==> src/rtl/sdq_pkg.sv <==
// shared types, codes and defaults for the sorted deque
package sdq_pkg;

  // default sizes
  localparam int DEPTH_DEF     = 16;
  localparam int DATA_BITS_DEF = 32;

  // field widths of the request and result
  localparam int MODE_W   = 3;
  localparam int ITEM_W   = 32;
  localparam int KEY_W    = 32;
  localparam int POS_W    = 4;
  localparam int RDATA_W  = 32;
  localparam int STATUS_W = 2;
  localparam int OCOUNT_W = 5;

  // stream widths, padded to whole bytes
  localparam int IN_TDATA_W  = ((ITEM_W + KEY_W + POS_W + 7) / 8) * 8;
  localparam int IN_TUSER_W  = MODE_W;
  localparam int OUT_TDATA_W = ((RDATA_W + STATUS_W + OCOUNT_W + 7) / 8) * 8;

  // request modes
  localparam logic [MODE_W-1:0] MODE_PUSH_BACK  = 3'd0;
  localparam logic [MODE_W-1:0] MODE_PUSH_FRONT = 3'd1;
  localparam logic [MODE_W-1:0] MODE_INSERT     = 3'd2;
  localparam logic [MODE_W-1:0] MODE_POP_FRONT  = 3'd3;
  localparam logic [MODE_W-1:0] MODE_POP_BACK   = 3'd4;
  localparam logic [MODE_W-1:0] MODE_PEEK_POS   = 3'd5;
  localparam logic [MODE_W-1:0] MODE_PEEK_FRONT = 3'd6;
  localparam logic [MODE_W-1:0] MODE_PEEK_BACK  = 3'd7;

  // result status codes
  localparam logic [STATUS_W-1:0] STAT_OK    = 2'd0;
  localparam logic [STATUS_W-1:0] STAT_FULL  = 2'd1;
  localparam logic [STATUS_W-1:0] STAT_EMPTY = 2'd2;

  // per-cell update selector
  typedef logic [1:0] cell_op_t;
  localparam cell_op_t CELL_HOLD  = 2'd0;
  localparam cell_op_t CELL_LOAD  = 2'd1;
  localparam cell_op_t CELL_LEFT  = 2'd2;
  localparam cell_op_t CELL_RIGHT = 2'd3;

endpackage

==> src/rtl/sdq_cell.sv <==
// one storage cell of the deque row: data and key with neighbor shift
module sdq_cell #(
  parameter int DATA_BITS = sdq_pkg::DATA_BITS_DEF
) (
  input  logic                      clk,
  input  sdq_pkg::cell_op_t         op,
  input  logic [DATA_BITS-1:0]      new_data,
  input  logic [sdq_pkg::KEY_W-1:0] new_key,
  input  logic [DATA_BITS-1:0]      left_data,
  input  logic [sdq_pkg::KEY_W-1:0] left_key,
  input  logic [DATA_BITS-1:0]      right_data,
  input  logic [sdq_pkg::KEY_W-1:0] right_key,
  input  logic [sdq_pkg::KEY_W-1:0] cmp_key,
  output logic [DATA_BITS-1:0]      cell_data,
  output logic [sdq_pkg::KEY_W-1:0] cell_key,
  output logic                      key_ge
);
  import sdq_pkg::*;

  logic [DATA_BITS-1:0] data_r, data_nxt;
  logic [KEY_W-1:0]     key_r, key_nxt;

  // pick the source for this cycle
  always_comb begin
    case (op)
      CELL_LOAD: begin
        data_nxt = new_data;
        key_nxt  = new_key;
      end
      CELL_LEFT: begin
        data_nxt = left_data;
        key_nxt  = left_key;
      end
      CELL_RIGHT: begin
        data_nxt = right_data;
        key_nxt  = right_key;
      end
      default: begin
        data_nxt = data_r;
        key_nxt  = key_r;
      end
    endcase
  end

  // payload storage, no reset
  always_ff @(posedge clk) begin
    data_r <= data_nxt;
    key_r  <= key_nxt;
  end

  // unsigned key compare for sorted insert
  assign key_ge    = (key_r >= cmp_key);
  assign cell_data = data_r;
  assign cell_key  = key_r;

endmodule

==> src/rtl/sorted_deque_core.sv <==
// Sorted deque top level. Holds up to DEPTH entries (data word plus 32-bit key) in a row of cells,
// front in cell 0. Every request gets exactly one result: a push into a full store returns status
// full, a pop or front/back peek of an empty store or a peek past the count returns status empty,
// and result_data is zero whenever nothing is read. A request passes an accept and an apply state:
// in the accept cycle every cell compares its key and the read index is formed, both registered; in
// the apply state the row shifts or loads at once as the request needs and the result goes to the
// output register. The apply state waits while the output holds an unaccepted result, and no new
// request is taken until it is done. No clearing pass: the store is usable once reset is released.
module sorted_deque_core #(
  parameter int DEPTH     = sdq_pkg::DEPTH_DEF,
  parameter int DATA_BITS = sdq_pkg::DATA_BITS_DEF
) (
  input  logic                            clk,
  input  logic                            rst_n,
  input  logic                            in_tvalid,
  output logic                            in_tready,
  // item_data [31:0], sort_key [63:32], position [67:64], zero pad above
  input  logic [sdq_pkg::IN_TDATA_W-1:0]  in_tdata,
  // mode [2:0]
  input  logic [sdq_pkg::IN_TUSER_W-1:0]  in_tuser,
  output logic                            out_tvalid,
  input  logic                            out_tready,
  // result_data [31:0], status [33:32], entry_count [38:34], zero pad above
  output logic [sdq_pkg::OUT_TDATA_W-1:0] out_tdata
);
  import sdq_pkg::*;

  localparam int CNT_W = $clog2(DEPTH + 1);
  localparam int IDX_W = $clog2(DEPTH);
  localparam int CMP_W = (CNT_W > POS_W) ? CNT_W : POS_W;

  // sequencer codes
  localparam logic ST_IDLE  = 1'b0;
  localparam logic ST_APPLY = 1'b1;

  logic                 state_r, state_nxt;
  logic [CNT_W-1:0]     count_r, count_nxt;
  logic [MODE_W-1:0]    mode_r;
  logic [DATA_BITS-1:0] data_r;
  logic [KEY_W-1:0]     key_r;
  logic [DEPTH-1:0]     ins_r, ins_nxt;
  logic [IDX_W-1:0]     tgt_r, tgt_nxt;
  logic [STATUS_W-1:0]  stat_r, stat_nxt;
  logic                 out_valid_r, out_valid_nxt;
  logic [OUT_TDATA_W-1:0] out_data_r, out_data_nxt;

  logic                 accept, commit;
  logic [MODE_W-1:0]    in_mode;
  logic [ITEM_W-1:0]    in_item;
  logic [KEY_W-1:0]     in_key;
  logic [POS_W-1:0]     in_pos;
  logic                 is_full, is_empty, pos_ok;
  logic                 is_push, is_pop;
  logic [DEPTH-1:0]     ge_vec;
  logic [DEPTH-1:0]     upto_ins;
  cell_op_t             cell_op [DEPTH];
  logic [DATA_BITS-1:0] cell_data [DEPTH];
  logic [KEY_W-1:0]     cell_key [DEPTH];
  logic [DATA_BITS-1:0] rd_data;
  logic [RDATA_W-1:0]   res_data;

  // request fields
  assign in_mode = in_tuser[MODE_W-1:0];
  assign in_item = in_tdata[ITEM_W-1:0];
  assign in_key  = in_tdata[ITEM_W+KEY_W-1:ITEM_W];
  assign in_pos  = in_tdata[ITEM_W+KEY_W+POS_W-1:ITEM_W+KEY_W];

  assign in_tready = (state_r == ST_IDLE);
  assign accept    = in_tvalid && in_tready;
  assign commit    = (state_r == ST_APPLY) && (!out_valid_r || out_tready);

  // occupancy checks against the current count
  assign is_full  = (count_r == CNT_W'(DEPTH));
  assign is_empty = (count_r == '0);
  assign pos_ok   = (CMP_W'(in_pos) < CMP_W'(count_r));

  // insert position vector: lowest set bit marks the slot that takes the new entry
  always_comb begin
    for (int i = 0; i < DEPTH; i++) begin
      case (in_mode)
        MODE_PUSH_FRONT: ins_nxt[i] = 1'b1;
        MODE_INSERT:     ins_nxt[i] = ge_vec[i] || (CNT_W'(i) >= count_r);
        default:         ins_nxt[i] = (CNT_W'(i) >= count_r);
      endcase
    end
  end

  // status and read index of the request
  always_comb begin
    stat_nxt = STAT_OK;
    tgt_nxt  = '0;
    case (in_mode)
      MODE_PUSH_BACK, MODE_PUSH_FRONT, MODE_INSERT: begin
        if (is_full) stat_nxt = STAT_FULL;
      end
      MODE_POP_FRONT, MODE_PEEK_FRONT: begin
        if (is_empty) stat_nxt = STAT_EMPTY;
      end
      MODE_POP_BACK, MODE_PEEK_BACK: begin
        if (is_empty) stat_nxt = STAT_EMPTY;
        else tgt_nxt = IDX_W'(count_r - CNT_W'(1));
      end
      MODE_PEEK_POS: begin
        if (!pos_ok) stat_nxt = STAT_EMPTY;
        else tgt_nxt = IDX_W'(in_pos);
      end
      default: stat_nxt = STAT_OK;
    endcase
  end

  // sequencer and request registers
  always_comb begin
    state_nxt = state_r;
    if (accept) state_nxt = ST_APPLY;
    else if (commit) state_nxt = ST_IDLE;
  end

  always_ff @(posedge clk) begin
    if (!rst_n) begin
      state_r <= ST_IDLE;
    end else begin
      state_r <= state_nxt;
    end
  end

  always_ff @(posedge clk) begin
    if (accept) begin
      mode_r <= in_mode;
      data_r <= DATA_BITS'(in_item);
      key_r  <= in_key;
      ins_r  <= ins_nxt;
      tgt_r  <= tgt_nxt;
      stat_r <= stat_nxt;
    end
  end

  // request kind of the held request
  assign is_push = (stat_r == STAT_OK) &&
                   ((mode_r == MODE_PUSH_BACK) || (mode_r == MODE_PUSH_FRONT) ||
                    (mode_r == MODE_INSERT));
  assign is_pop  = (stat_r == STAT_OK) &&
                   ((mode_r == MODE_POP_FRONT) || (mode_r == MODE_POP_BACK));

  // ones from bit 0 up to and including the insert slot
  assign upto_ins = ins_r ^ (ins_r - {{(DEPTH-1){1'b0}}, 1'b1});

  // per-cell update selection
  always_comb begin
    for (int i = 0; i < DEPTH; i++) begin
      cell_op[i] = CELL_HOLD;
      if (commit && is_push) begin
        if (!upto_ins[i]) cell_op[i] = CELL_LEFT;
        else if (ins_r[i]) cell_op[i] = CELL_LOAD;
      end else if (commit && is_pop && (mode_r == MODE_POP_FRONT)) begin
        cell_op[i] = CELL_RIGHT;
      end
    end
  end

  // row of cells, each fed by its neighbors
  for (genvar g = 0; g < DEPTH; g++) begin : g_cell
    logic [DATA_BITS-1:0] l_data, r_data;
    logic [KEY_W-1:0]     l_key, r_key;
    if (g == 0) begin : g_first
      assign l_data = data_r;
      assign l_key  = key_r;
    end else begin : g_mid_l
      assign l_data = cell_data[g-1];
      assign l_key  = cell_key[g-1];
    end
    if (g == DEPTH - 1) begin : g_last
      assign r_data = cell_data[g];
      assign r_key  = cell_key[g];
    end else begin : g_mid_r
      assign r_data = cell_data[g+1];
      assign r_key  = cell_key[g+1];
    end
    sdq_cell #(.DATA_BITS(DATA_BITS)) u_cell (
      .clk        (clk),
      .op         (cell_op[g]),
      .new_data   (data_r),
      .new_key    (key_r),
      .left_data  (l_data),
      .left_key   (l_key),
      .right_data (r_data),
      .right_key  (r_key),
      .cmp_key    (in_key),
      .cell_data  (cell_data[g]),
      .cell_key   (cell_key[g]),
      .key_ge     (ge_vec[g])
    );
  end

  // count update
  always_comb begin
    count_nxt = count_r;
    if (commit && is_push) count_nxt = count_r + CNT_W'(1);
    else if (commit && is_pop) count_nxt = count_r - CNT_W'(1);
  end

  always_ff @(posedge clk) begin
    if (!rst_n) begin
      count_r <= '0;
    end else begin
      count_r <= count_nxt;
    end
  end

  // read data for pops and peeks
  assign rd_data  = cell_data[tgt_r];
  assign res_data = ((stat_r == STAT_OK) && !is_push) ? RDATA_W'(rd_data) : '0;

  // output register
  always_comb begin
    out_valid_nxt = out_valid_r;
    out_data_nxt  = out_data_r;
    if (commit) begin
      out_valid_nxt = 1'b1;
      out_data_nxt  = OUT_TDATA_W'({OCOUNT_W'(count_nxt), stat_r, res_data});
    end else if (out_tready) begin
      out_valid_nxt = 1'b0;
    end
  end

  always_ff @(posedge clk) begin
    if (!rst_n) begin
      out_valid_r <= 1'b0;
    end else begin
      out_valid_r <= out_valid_nxt;
    end
  end

  always_ff @(posedge clk) begin
    out_data_r <= out_data_nxt;
  end

  assign out_tvalid = out_valid_r;
  assign out_tdata  = out_data_r;

endmodule

==> config.mk <==
export PLATFORM = sky130hd
export DESIGN_NAME = sorted_deque_core
export DESIGN_NICKNAME = d
export VERILOG_FILES = /design/src/rtl/sdq_pkg.sv /design/src/rtl/sdq_cell.sv /design/src/rtl/sorted_deque_core.sv
export SDC_FILE = /design/constraint.sdc
export NUM_CORES = 2
export LEC_CHECK = 0
export BUFFER_PORTS_ARGS = -buffer_cell sky130_fd_sc_hd__buf_2
export CAP_MARGIN = 0
export CORE_MARGIN = 1.5
export CORE_UTILIZATION = 40
export CTS_BUF_LIST = sky130_fd_sc_hd__clkbuf_16
export DETAILED_ROUTE_END_ITERATION = 7
export PLACE_DENSITY = 0.57
export SLEW_MARGIN = 20
export SYNTH_ARGS = -nofsm -noshare
export SYNTH_HDL_FRONTEND = slang
export SYNTH_HIERARCHICAL = 1
export SYNTH_SLANG_ARGS = --single-unit
==> constraint.sdc <==
create_clock -name clk -period 8.6 [get_ports clk]
set_input_delay 2.58 -clock clk [delete_from_list [all_inputs] [get_ports clk]]
set_output_delay 2.58 -clock clk [all_outputs]
set_load 0.02 [all_outputs]
Word level (Yosys, flattened, before mapping)
Cells that the tools add are included.

storage, ports and cells
  flip-flop bits (word level) = 1159
  input bits = 79
  output and inout bits = 42
  logic and storage cells = 311

cells by class
  $add $sub $neg = 3
  order comparisons = 34
  equality and inequality tests = 59
  mux-type cells = 113
  bitwise operators = 3
  reduce and logical (&&, ||, !) cells = 56

operators by type and width
  kind                                                 count
  one-hot mux 32 bit (3 select lines)                  28
  >= comparator 32 bit                                 16
  one-hot mux 32 bit (2 select lines)                  4
  binary-select mux 32 bit (select 4 bit)              1
  2-to-1 mux 2 bit                                     35
  2-to-1 mux 32 bit                                    2
  equality test 2 bit, second input constant           31
  nonzero test 3 bit                                   14
  >= comparator 4 x 5 -> 1 bit, first input constant   8
  equality test 2 x 1 -> 1 bit, second input constant  16
  one-hot mux 1 bit (2 select lines)                   16
  2-to-1 mux 1 bit                                     21
  >= comparator 3 x 5 -> 1 bit, first input constant   4
  logical OR 1 bit                                     20
  subtractor 16 x 1 -> 16 bit, second input constant   1
  XOR 16 bit                                           1
  equality test 3 bit, second input constant           5
  equality test 3 x 2 -> 1 bit, second input constant  4
  >= comparator 1 x 5 -> 1 bit, first input constant   2
  >= comparator 2 x 5 -> 1 bit, first input constant   2
  2-to-1 mux 5 bit                                     2
  logical AND 1 bit                                    8
  2-to-1 mux 4 bit                                     2
  one-hot mux 4 bit (2 select lines)                   1
  17 further kinds                                     24

Depth between registers and ports, before layout
  depth in word-level cells = 10
  mapped depth = 12
  depth with buffers taken out = 10

By module
Netlist, hierarchy kept.

by module, submodules not included
  module             times used  cells an instance  area each (µm²)  sequential area each (µm²)
  sdq_cell           16          384                4008.8           1921.8
  sorted_deque_core  1           646                9465.3           3983.8

Worst setup path after synthesis
OpenSTA, ideal clock, no wires.

  path type = input to register
  start point = input in_tvalid
  end point = register data_r[0], enable pin
  library setup time = 548 ps
  data arrival time = 6462 ps
  data required time = 8052 ps
  setup slack = 1590 ps
  cell stages on the path = 1
  path buffers = 0
  path through = nor2b_1

on the way
  longest elaborated chain between the ends = 1

ends and longest elaborated chain
  what                  line                      text
  start, declared       sorted_deque_core.sv:15   input logic in_tvalid,
  logical AND 1 bit     sorted_deque_core.sv:69   assign accept = in_tvalid && in_tready;
  end signal, assigned  sorted_deque_core.sv:129  data_r <= DATA_BITS'(in_item);
  end, declared         sorted_deque_core.sv:39   logic [DATA_BITS-1:0] data_r;

Every way passes these cells.
A chain may end at the register's enable or synchronous reset.

==> implementation parameters <==
Parameter                              Value

Run status
  Status ... finished, final reports clean

Floorplanning
  Die area ... between 150000 and 200000 sq um
  Core outline area ... around 180000 sq um
  Height of the die ... roughly 430 um
  Horizontal die dimension ... roughly 430 um
  Core Rows ... approximately 160
  Initial standard-cell utilization of the core ... between 40% and 50%
  Top-level I/O count ... about 120

STA
  Post-layout worst setup margin ... between 2000 and 2500 ps
  Final Setup Violations ... 0
  Timing-limited maximum frequency ... 160 MHz
  Clock tree skew after final layout ... around 27 ps
  Time the final worst path needs with I/O delays and setup ... about 6200 ps
  RSZ-0062 raised after global routing ... no
  Max-slew violations ... 0
  Actual transition at the worst max-transition pin ... between 1000 and 1500 ps
  Setup Total Neg Slack ... 0 ps
  Final Hold Viols ... 0
  Portion of the clock cycle consumed by the worst path in the final layout ... between 70% and 80%
  Relative slew slack ... slightly below 20%

Worst setup path
  Required time at the worst-slack endpoint ... approximately 9000 ps
  Kind of end point of the critical path ... flip-flop
  Arr. time, crit path ... between 6000 and 7000 ps
  Master of the slowest instance on the critical path ... nand4b_1
  Reg-to-reg critical path startpoint ... stat_r[1]
  Slowest cell delay on critical path ... between 700 and 800 ps
  R2r setup slk ... roughly 3600 ps
  Cells along the critical path ... buf_2 > nor2b_1 > nor3_1 > nand4b_1 > buf_4 > buf_4 > nand2_4 > or2_4 > buf_4
  Worst setup path category ... input pin to flip-flop
  Critical path startpoint category ... input pin
  Crit path launch ... out_tready
  Top fanout value on the critical path ... 36
  Dominant cell type by count on the critical path ... buf_4
  Critical path buffers and inverters ... 4
  Cell family with most CP delay ... simple AND/OR/NAND/NOR gates

Layout
  Leading cell type in the layout, fill and taps excluded ... edfxtp_1
  Finished Core Util ... about 44%
  Final cell count without fillers ... between 9000 and 10000
  Number of nets in the layout ... between 7000 and 8000
  Sequential standard cell area ... around 35000 sq um
  Fraction of final layout cells sized beyond drive strength 1 ... under 10%
  Top library cells by usage in the layout, fill and taps aside ... edfxtp_1 (1152), a21oi_1 (1134), mux2i_1 (1090)
  Layout overhead on the synthesized area ... 10.1%
  Combined area of the multi-input logic cells ... between 30000 and 40000 sq um
  Number of inserted filler cells in the final layout ... around 17000

Place
  Count of buffers inserted at the top-level ports ... 115
  Detailed-placement wirelength estimate ... roughly 150000 um
  Routability congestion estimate ... 0.857
  Post-placement cell count ... between 9000 and 10000
  Post-placement worst setup slack ... ~1600 ps

Routing
  Routed len/inst ... 24.9 um
  Via count ... ~54000
  Iteration-0 DRC count of the detailed router ... 5170
  Detailed-route vias per instance ... just under 6
  WL final ... about 230000 um
  Initial DRT Pass Iterations ... 5
  ANT nets after route ... 0
  Number of remaining DRC errors ... 0

GRT
  Total routing usage reported by global routing ... approximately a quarter
  Vias in the first global route ... about 52000
  Congestion Overflow GR ... 0
  Largest net degree at the start of global routing ... 129
  Antenna violations before repair ... 11
  Global-route wire length before repair ... 344000 um

Logic synthesis
  Synth Area per Inst ... about 11 sq um
  Synthesized instance count ... 6790
  Register area share after synthesis ... about 47%
  Number of flip-flops and latches in the synthesized netlist ... 1159
  Post-synthesis instance area ... 73600 sq um
  Cell variety after synth ... 52
  Synth Net Count ... roughly 7400
  Most instantiated flip-flop cell in the synthesis netlist ... edfxtp_1
  Number of synthesized flops with an enable pin ... about 1200
  Async set-reset flop share out of synthesis ... 0%
  Warning count from the yosys run ... 6

Clock tree
  CTS sink cnt ... between 1000 and 1500
  Clock insertion delay at the later pin of the skew report ... a little over 800 ps
  Clk root buf ... clkbuf_16
  Clock Tree Buf Depth ... 3
  # hold bufs at CTS ... 0
  Count of cells resized by post-cts repair ... 0
  CTS HTree Levels ... 4
  Clock-pin transition on the worst setup and hold timing paths ... 50 ps
  TritonCTS clock tree ... yes
  Total clock buffers created by CTS ... ~140
  Setup Buffers After CTS ... 0

Pwr
  Power per unit of standard cell area ... 172 nW/um^2
  Static leakage power ... a little under 30 nW
  Final Power ... between 10 and 15 mW
  Peak VDD IR ... ~190 uV

Worst hold path
  Hold path startpoint ... stat_r[0]
  Hold/Removal Path Class ... flip-flop to flip-flop

Run
  Number of maximum-capacitance constraint violations ... 0
Yosys cell counts, types with 4 or more instances:
cell       number  area share (%)
o2bb2ai_1       4           0.048
a21o_1         68            0.69
edfxtp_1     1152              47
and4_1         32            0.38
nand4_1        65            0.55
o21ai_0        56            0.38
nor3_1          7           0.048
a221oi_1       16            0.19
inv_1         522             2.7
nor2b_1        19            0.16
clkbuf_1      240             1.2
nand3_1        68            0.46
a2111oi_2      16            0.33
a311oi_1       16            0.19
or2_2          17            0.14
xor2_1         14            0.17
and3_1         17            0.14
o21ai_1        32            0.22
a221o_1        19            0.26
xnor2_1         7           0.083
dfxtp_1         7            0.19
a211o_1        21            0.25
and2_1          4           0.034
buf_1          16           0.082
nor2_1       1091             5.6
a21oi_2        32            0.38
a21oi_1      1134             7.7
nand2_1        78            0.40
a211oi_1       33            0.34
mux4_2        128             3.9
buf_2         135            0.92
mux2i_1      1090              15
nand2b_1       22            0.19
ha_1          536             9.1
o211ai_1       18            0.18
o22ai_1        33            0.28
layout make-up:
| cell class | count | area share (%) |
|---|---|---|
| antenna | 2 | 0.00618 |
| clock buffer | 141 | 4.35 |
| clock inverter | 109 | 0.903 |
| inverter | 522 | 2.42 |
| multi-input combinational | 4717 | 44.0 |
| sequential | 1159 | 42.9 |
| tap | 2464 | 3.81 |
| timing repair buffer | 204 | 1.64 |
routing by layer:
layer	wire, um	share of wire [%]	vias to the layer above	global-route usage, %
met5	13	0.0056	-	0
met4	5210	2.2	2	6.23
met3	17500	7.5	316	3.75
met2	104000	45	2027	38.4
met1	105000	45	26200	35.2
li1	-	-	25100	-
path summary, 6_finish.rpt:
check	endpoint	cells after the start
worst max-delay path	g_cell[5].u_cell/cell_data[19]	9
worst min-delay path	out_tdata[32]	0
worst max register to register	g_cell[5].u_cell/cell_data[19]	8
worst min register to register	out_tdata[32]	0
registers in the layout, indices dropped and copies added, names as in the netlist, 2 cells and up:
register and cells:
g_cell.u_cell/cell_data 512, g_cell.u_cell/cell_key 512, out_tdata 39, data_r 32, g_cell.l_key 32, ins_r 16
count_r 5, tgt_r 4, mode_r 3, stat_r 2
per-stage QoR:
| stage | hold slack (ps) | instance area, sq um |
|---|---|---|
| 2_1_floorplan | 442 | 73600 |
| 3_3_place_gp | 458 | 76700 |
| 3_5_place_dp | 470 | 76700 |
| 4_1_cts | 487 | 81000 |
| 5_1_grt | 494 | 81000 |
| 6_report | 480 | 81000 |
report_power, final:
group          internal [mW]  total, mW  leakage (nW)  switching (mW)
clock network           3.14       5.68          2.21            2.54
logic                  0.582       1.56          17.1           0.974
registers               6.46       6.68          10.5           0.218
total                   10.2       13.9          29.8            3.73
logic make-up after synthesis:
kind of cell,synth area share (%)
simple gates,8.27
fa+ha+maj,9.11
mux,18.8
buf+inv,4.90
xor+xnor,0.250
other cells,0.00509
compound gates,11.5
flops,47.2
No activity file was read; power rests on OpenSTA's default activity.
